**src/hw/rtl/lsi_pkg.sv**
```systemverilog
`timescale 1ns / 1ps
`default_nettype none
// ============================================================================
// lsi_pkg
// Shared widths, codes, types and constants of the lambda schedule
// interpolator.
// ============================================================================
package lsi_pkg;

  // Port field widths
  localparam int ACT_W      = 1;
  localparam int CH_IN_W    = 3;
  localparam int COL_IN_W   = 6;
  localparam int VAL_W      = 32;
  localparam int STEP_W     = 48;
  localparam int STATE_W    = 7;
  localparam int RATE_W     = 41;
  localparam int SIU_W      = 7;
  localparam int CFG_IDX_W  = 2;
  localparam int CFG_DATA_W = 41;

  // Fixed point layout
  localparam int FRAC_W      = 40;   // fraction bits of rate and position
  localparam int F_W         = 24;   // interpolation weight bits
  localparam int FRAC_SUM_W  = 52;   // signed step * rate after saturation
  localparam int G_W         = 53;   // signed global lambda, 40 fraction bits
  localparam int LAM_SHIFT   = FRAC_W - 24;
  localparam int SAT_BIT     = 50;   // step * rate saturates at 2^50

  // Shared multiplier
  localparam int MUL_OP_W    = 48;
  localparam int MUL_CHUNK_W = 24;
  localparam int MUL_P_W     = 2 * MUL_OP_W;
  localparam logic [2:0] MUL_LAST = 3'd4;

  // Item action codes
  localparam logic [ACT_W-1:0] ACT_WRITE = 1'b0;
  localparam logic [ACT_W-1:0] ACT_EVAL  = 1'b1;

  // Configuration register indexes
  localparam logic [CFG_IDX_W-1:0] CFG_RATE         = 2'd0;
  localparam logic [CFG_IDX_W-1:0] CFG_START_STATE  = 2'd1;
  localparam logic [CFG_IDX_W-1:0] CFG_START_LAMBDA = 2'd2;
  localparam logic [CFG_IDX_W-1:0] CFG_STATES       = 2'd3;

  // Reset values and fixed constants
  localparam logic [STATE_W-1:0] START_STATE_NONE = 7'h7F;
  localparam logic [VAL_W-1:0]   NEG_ONE_Q24      = 32'hFF00_0000;
  localparam logic signed [VAL_W-1:0] Q24_MAX     = 32'sh7FFF_FFFF;
  localparam logic signed [VAL_W-1:0] Q24_MIN     = -32'sh7FFF_FFFF - 32'sd1;
  localparam logic signed [FRAC_SUM_W-1:0] FRAC_LO = -(52'sd1 <<< 46);
  localparam logic signed [FRAC_SUM_W-1:0] FRAC_HI = 52'sd1 <<< FRAC_W;
  localparam logic signed [G_W-1:0] G_ONE          = 53'sd1 <<< FRAC_W;
  localparam logic [G_W-1:0] LAM_ROUND             = 53'd1 << (LAM_SHIFT - 1);

  // Sequencer states
  typedef enum logic [3:0] {
    ST_IDLE,
    ST_DECIDE,
    ST_MUL_STEP,
    ST_PREP,
    ST_MUL_POS,
    ST_POS,
    ST_READ,
    ST_LOAD,
    ST_EMIT
  } lsi_state_t;

  // Command to the shared multiplier
  typedef struct packed {
    logic                start;
    logic [MUL_OP_W-1:0] a;
    logic [MUL_OP_W-1:0] b;
  } mul_cmd_t;

endpackage : lsi_pkg
`default_nettype wire

```
**src/hw/rtl/lsi_mul.sv**
```systemverilog
`timescale 1ns / 1ps
`default_nettype none
// ============================================================================
// lsi_mul
// Sequential 48 x 48 unsigned multiplier built from one 24 x 24 unit; four
// partial products are formed, registered and accumulated.
// ============================================================================
module lsi_mul (
  input  logic                         clk,
  input  logic                         rst_n,
  input  lsi_pkg::mul_cmd_t            cmd,
  output logic                         done,
  output logic [lsi_pkg::MUL_P_W-1:0]  prod
);
  import lsi_pkg::*;

  logic [MUL_OP_W-1:0]      a_r;
  logic [MUL_OP_W-1:0]      b_r;
  logic [MUL_P_W-1:0]       acc_r;
  logic [2*MUL_CHUNK_W-1:0] pp_r;
  logic [1:0]               pp_sh_r;
  logic                     pp_vld_r;
  logic                     busy_r;
  logic                     done_r;
  logic [2:0]               cnt_r;
  logic [MUL_CHUNK_W-1:0]   a_chunk;
  logic [MUL_CHUNK_W-1:0]   b_chunk;
  logic [MUL_P_W-1:0]       pp_shifted;

  // Pick the chunk pair for this step
  assign a_chunk = cnt_r[0] ? a_r[MUL_OP_W-1:MUL_CHUNK_W] : a_r[MUL_CHUNK_W-1:0];
  assign b_chunk = cnt_r[1] ? b_r[MUL_OP_W-1:MUL_CHUNK_W] : b_r[MUL_CHUNK_W-1:0];

  // Align the registered partial product
  always_comb begin
    case (pp_sh_r)
      2'd0:    pp_shifted = MUL_P_W'(pp_r);
      2'd1:    pp_shifted = MUL_P_W'(pp_r) << MUL_CHUNK_W;
      2'd2:    pp_shifted = MUL_P_W'(pp_r) << (2 * MUL_CHUNK_W);
      default: pp_shifted = '0;
    endcase
  end

  // Advance the step counter
  always_ff @(posedge clk) begin
    if (!rst_n) begin
      busy_r   <= 1'b0;
      cnt_r    <= '0;
      pp_vld_r <= 1'b0;
      done_r   <= 1'b0;
    end else begin
      done_r <= 1'b0;
      if (cmd.start) begin
        busy_r   <= 1'b1;
        cnt_r    <= '0;
        pp_vld_r <= 1'b0;
      end else if (busy_r) begin
        if (cnt_r != MUL_LAST) begin
          cnt_r    <= cnt_r + 3'd1;
          pp_vld_r <= 1'b1;
        end else begin
          pp_vld_r <= 1'b0;
          busy_r   <= 1'b0;
          done_r   <= 1'b1;
        end
      end
    end
  end

  // Form and accumulate partial products
  always_ff @(posedge clk) begin
    if (cmd.start) begin
      a_r   <= cmd.a;
      b_r   <= cmd.b;
      acc_r <= '0;
    end else if (busy_r) begin
      if (cnt_r != MUL_LAST) begin
        pp_r    <= a_chunk * b_chunk;
        pp_sh_r <= {1'b0, cnt_r[0]} + {1'b0, cnt_r[1]};
      end
      if (pp_vld_r) begin
        acc_r <= acc_r + pp_shifted;
      end
    end
  end

  assign done = done_r;
  assign prod = acc_r;

endmodule : lsi_mul
`default_nettype wire

```
**config.mk**
```make
export PLATFORM = sky130hd
export DESIGN_NAME = lsi_mul
export DESIGN_NICKNAME = d
export VERILOG_FILES = /design/src/hw/rtl/lsi_pkg.sv /design/src/hw/rtl/lsi_mul.sv
export SDC_FILE = /design/constraint.sdc
export NUM_CORES = 2
export LEC_CHECK = 0
export ABC_AREA = 1
export BUFFER_PORTS_ARGS = -buffer_cell sky130_fd_sc_hd__clkbuf_2
export CORE_ASPECT_RATIO = 1.5
export CORE_MARGIN = 2
export CORE_UTILIZATION = 55
export DETAILED_ROUTE_END_ITERATION = 6
export PLACE_DENSITY_LB_ADDON = 0.08
export SYNTH_ARGS = -nofsm -noshare
export SYNTH_HDL_FRONTEND = slang
export SYNTH_SLANG_ARGS = --single-unit
```
**constraint.sdc**
```tcl
create_clock -name clk -period 17.6 [get_ports clk]
set_clock_uncertainty 0.15 [all_clocks]
set_input_delay 0.88 -clock clk [delete_from_list [all_inputs] [get_ports clk]]
set_output_delay 0.88 -clock clk [all_outputs]
set_load 0.02 [all_outputs]
```
# [Word level (Yosys, flattened, before mapping)]
# Cells that the tools add are included.
[word_totals] regBits=248 input_bits=99 output_inout_bits=97 word_cells=32
[op_classes] addsub=3 n_mul=1 n_eq_ne=3 n_mux=7 n_bitwise=3 n_reduce_logical=6
[op_table] cell="96-bit one-hot mux with 3 select lines" n=1
[op_table] cell="96-bit adder" n=1
[op_table] cell="24-bit by 24-bit multiplier with 48-bit output" n=1
[op_table] cell="24-bit two-way mux" n=2
[op_table] cell="1-bit two-way mux" n=4
[op_table] cell="2-bit AND reduction" n=2
[op_table] cell="3-bit by 1-bit adder with 3-bit output, second input constant" n=1
[op_table] cell="3-bit inequality test, second input constant" n=1
[op_table] cell="1-bit inverter" n=3
[op_table] cell="3-bit AND reduction" n=1
[op_table] cell="3-bit OR reduction" n=1
[op_table] cell="1-bit by 1-bit adder with 2-bit output" n=1
[op_table] cell="2-bit by 1-bit equality test with 1-bit output, second input constant" n=1
[op_table] cell="2-bit equality test, second input constant" n=1
[op_table] cell="2-bit logical NOT" n=1
[op_table] cell="2-bit OR reduction" n=1

# [Depth between registers and ports, before layout]
[depth] ltp_word=4 ltp_mapped=33 ltp_nobuf=30

# [Worst setup path before layout]
# OpenSTA, ideal clock, no wires.
[synth_timing] path_kind="flip-flop to flip-flop" from="register cnt_r[1]" to="register pp_r[33], data pin" setup_ns=0.262 arrival_time_ns=6.419 required_time_ns=17.188 setup_slack_ns=10.769 stages_incl_launch_ff=27 n_path_buf=3 synth_period_minus_slack_ns=6.831 cell_sequence="dfxtp_1 buf_2 buf_2 mux2i_1 clkbuf_1 nor2_1 fa_1 fa_1 inv_1 fa_1 inv_1 fa_1 inv_1 fa_1 inv_1 fa_1 inv_1 fa_1 inv_1 ha_1 a21oi_1 nand2_1 a21oi_1 o21ai_1 a21oi_1 o21bai_1 xor2_1"
[synth_between] elab_chain_cells=2
[synth_lines] item="start: declaration" line="lsi_mul.sv:25" rtl="logic [2:0] cnt_r;"
[synth_lines] item="start signal: assignment" line="lsi_mul.sv:59" rtl="cnt_r <= cnt_r + 3'd1;"
[synth_lines] item="24-bit two-way mux" line="lsi_mul.sv:32" rtl="assign b_chunk = cnt_r[1] ? b_r[MUL_OP_W-1:MUL_CHUNK_W] : b_r[MUL_CHUNK_W-1:0];"
[synth_lines] item="24-bit by 24-bit multiplier with 48-bit output" line="lsi_mul.sv:78" rtl="pp_r <= a_chunk * b_chunk;"
[synth_lines] item="end signal: assignment" line="lsi_mul.sv:78"
[synth_lines] item="end: declaration" line="lsi_mul.sv:20" rtl="logic [2*MUL_CHUNK_W-1:0] pp_r;"
# No other way between the ends.
# A chain may end at the register's enable or synchronous reset.

# [Worst setup path after layout]
[layout_timing] from="register cnt_r[0]" to="register pp_r[45], data pin"
[layout_between] elab_chain_cells=2
[layout_lines] item="24-bit two-way mux" line="lsi_mul.sv:31" rtl="assign a_chunk = cnt_r[0] ? a_r[MUL_OP_W-1:MUL_CHUNK_W] : a_r[MUL_CHUNK_W-1:0];"
[layout_lines] item="24-bit by 24-bit multiplier with 48-bit output" line="lsi_mul.sv:78"
# No other way between the ends.

==> run summary <==
total iterations of the first detailed-routing run: 6
grt total ovfl: 0
sequential element share of the synthesized area: 16.7%
Residual DRC: 0
hpwl dp: 122,000 um
maximum clock frequency: 117 MHz
Synth warnings: 0
pin count of the biggest net entering global routing: 76
HP Class: in -> reg
count of routing violations after the opening detailed-route iteration: 2,883
number of top-level pins: 196
Total Routing Usage GR: 42.2%
number of synthesized register bits: 248
Top FF cell, synth: sky130_fd_sc_hd__edfxtp_1
critical path launch point type: flop
layout cell share with drive strength beyond 1: 8.65%
via count of the first global-routing pass: 37,000
Post-Synth Simple-Gate Area: 26.7%
arrival time reported for the critical path endpoint: 8770 ps
area of the die: 0.0721 mm^2
count of endpoints failing hold in the final timing report: 0
Synth Area in Compound Gates: 5.51%
root buffer cell: sky130_fd_sc_hd__clkbuf_16
Clock Sinks: 248
initial core utilization: 55.7%
final estimated routing congestion in global placement: 1.03
clock period minus worst slack: 8530 ps
worst path required time: 17,840 ps
core outline area: 0.0691 mm^2
# setup viols final: 0
fin crit share: 48.5%
critical path peak fanout: 26
number of vias per cell: 5.41
Detailed Route WL: 149,000 um
via count: 35,700
number of routed nets with antenna violations: 0
most frequent cells in the layout: sky130_fd_sc_hd__nand2_1 (1,430), sky130_fd_sc_hd__inv_1 (1,350), sky130_fd_sc_hd__nor2_1 (764), sky130_fd_sc_hd__fa_1 (483), sky130_fd_sc_hd__ha_1 (271)
critical setup path kind: reg -> reg
share of synthesized registers carrying an async set or reset: 0%
adder-cell area share of the yosys netlist: 33.9%
setup repair after global routing missed its margin: no
clock tree from TritonCTS: yes
multiplexer fraction of the synthesized cell area: 0.0520%
area of the mapped netlist: 0.0385 mm^2
Area Overhead vs Synth: 7.58%
number of pins exceeding their max-slew limit in the final report: 0
Clk Latency, worst-skew pair: 630 ps
most common cell type on the critical path: sky130_fd_sc_hd__fa_1
Total Neg Setup Slack: 0 ps
kind of end point of the critical path: flop
number of nets at the end of the flow: 6,518
outcome: complete, no violations
number of buffer and inverter instances along the worst setup path: 8
number of max-cap violations: 0
minimum setup slack after placement: 9200 ps
Synth Area in XOR/XNOR: 2.03%
Setup WS post-layout: 9070 ps
number of standard cells after synthesis: 5,524
number of antenna violations at the first check in global routing: 8
count of instances resized after the clock tree is built: 0
average wire per standard cell: 22.6 um
net count of the mapped netlist: 6,377
number of H-tree branching levels: 1
width of the chip: 220 um
hold-fix buffers at CTS: 0
global-route wire length before repair: 219,000 um
overall die height: 328 um
count of distinct cell types in the synthesized netlist: 44
max incr delay on CP: 810 ps
count of port buffers added during placement: 195
gate family responsible for the most delay along the worst path: adder cells
Post-Syn Area per Cell: 6.96 um^2
combinational family with the most area after synthesis: adder cells
worst max-slew margin expressed relative to the limit: 14.8%
clock-pin slew on the worst setup and hold paths: 80 ps
commonest non-fill, non-tap cell in the layout: sky130_fd_sc_hd__nand2_1
Bufs on Longest Clock Path: 3
number of synthesized flops with an enable pin: 146
number of CTS-inserted buffers: 27
post-CTS setup buffers: 0
library cell contributing the largest single delay on the critical path: sky130_fd_sc_hd__clkinv_1
slew at the pin closest to its max-slew limit: 1280 ps
total number of placement rows: 118
==> per-stage QoR <==
step	area, um^2	utilization [%]	hold slack, ps	cells
3_5_place_dp	40400	58.5	321	6536
5_1_grt	41400	59.9	262	6589
2_1_floorplan	38500	-	294	5524
3_3_place_gp	40400	58.5	303	6536
4_1_cts	41400	59.9	248	6586
6_report	41400	59.9	271	6591
==> final timing paths <==
check / startpoint / end / slack [ps] / cells past startpoint
max: cnt_r[0]$_SDFFE_PP0P_ / pp_r[45]$_DFFE_PP_ / 9070 / 25
min: cmd[77] / a_r[29]$_DFFE_PP_ / 270 / 1
max reg2reg: cnt_r[0]$_SDFFE_PP0P_ / pp_r[45]$_DFFE_PP_ / 9070 / 25
min reg2reg: busy_r$_SDFF_PN0_ / done$_SDFF_PP0_ / 330 / 2
==> cell type report <==
class	count	area, um^2
antenna	5	12.5
clock buffer	30	697
clock inverter	20	282
fill	6740	27700
inverter	1389	5220
multi-input combinational	3752	26300
sequential	248	6430
tap	900	1130
timing repair buffer	247	1370
==> kinds of logic (layout without fill, tap and decap cells) <==
kind of cell	after synthesis	count (layout)
AOI/OAI and AO/OA	376	376
xor gates and xnor gates	89	89
adders and majority gates	754	754
buffers and inverters	1524	1686
DFF	248	248
muxes	2	2
other	0	5
and+or+nand+nor	2531	2531
==> Yosys cell counts, types with 17 or more instances <==
| cell | number | share of area [%] |
|---|---|---|
| sky130_fd_sc_hd__nor2_2 | 49 | 0.80 |
| sky130_fd_sc_hd__nand3_1 | 133 | 1.7 |
| sky130_fd_sc_hd__a21oi_1 | 126 | 1.6 |
| sky130_fd_sc_hd__xnor2_1 | 17 | 0.39 |
| sky130_fd_sc_hd__xor2_1 | 72 | 1.6 |
| sky130_fd_sc_hd__inv_1 | 1351 | 13 |
| sky130_fd_sc_hd__o21bai_1 | 17 | 0.33 |
| sky130_fd_sc_hd__nand4_1 | 33 | 0.54 |
| sky130_fd_sc_hd__nor3_1 | 19 | 0.25 |
| sky130_fd_sc_hd__buf_2 | 69 | 0.90 |
| sky130_fd_sc_hd__o22ai_1 | 48 | 0.78 |
| sky130_fd_sc_hd__inv_2 | 32 | 0.31 |
| sky130_fd_sc_hd__ha_1 | 271 | 8.8 |
| sky130_fd_sc_hd__clkbuf_1 | 64 | 0.62 |
| sky130_fd_sc_hd__nand2_1 | 1430 | 14 |
| sky130_fd_sc_hd__edfxtp_1 | 146 | 11 |
| sky130_fd_sc_hd__or2_2 | 48 | 0.78 |
| sky130_fd_sc_hd__dfxtp_1 | 102 | 5.3 |
| sky130_fd_sc_hd__o21ai_0 | 123 | 1.6 |
| sky130_fd_sc_hd__nor2_1 | 765 | 7.5 |
| sky130_fd_sc_hd__fa_1 | 483 | 25 |
| sky130_fd_sc_hd__nand2_2 | 17 | 0.28 |
==> flip-flops by register name, summed over array words and instances (netlist names) <==
name / cells
pp_r: 48
cnt_r: 3
done: 1
b_r: 48
pp_vld_r: 1
prod: 96
a_r: 48
busy_r: 1
pp_sh_r: 2
==> metal layers <==
layer	track usage (%)	wire, um	part of all wire, %	vias up
met1	40.6	46400	31	16700
met4	43.4	19400	13	4
met5	0	27	0.018	-
met3	8.04	11000	7.4	706
met2	72.8	71900	48	1690
li1	-	-	-	16600
Power is left out: the tool's default activity adds up to more than one toggle a clock period on the data nets, which glitch-free logic cannot reach.
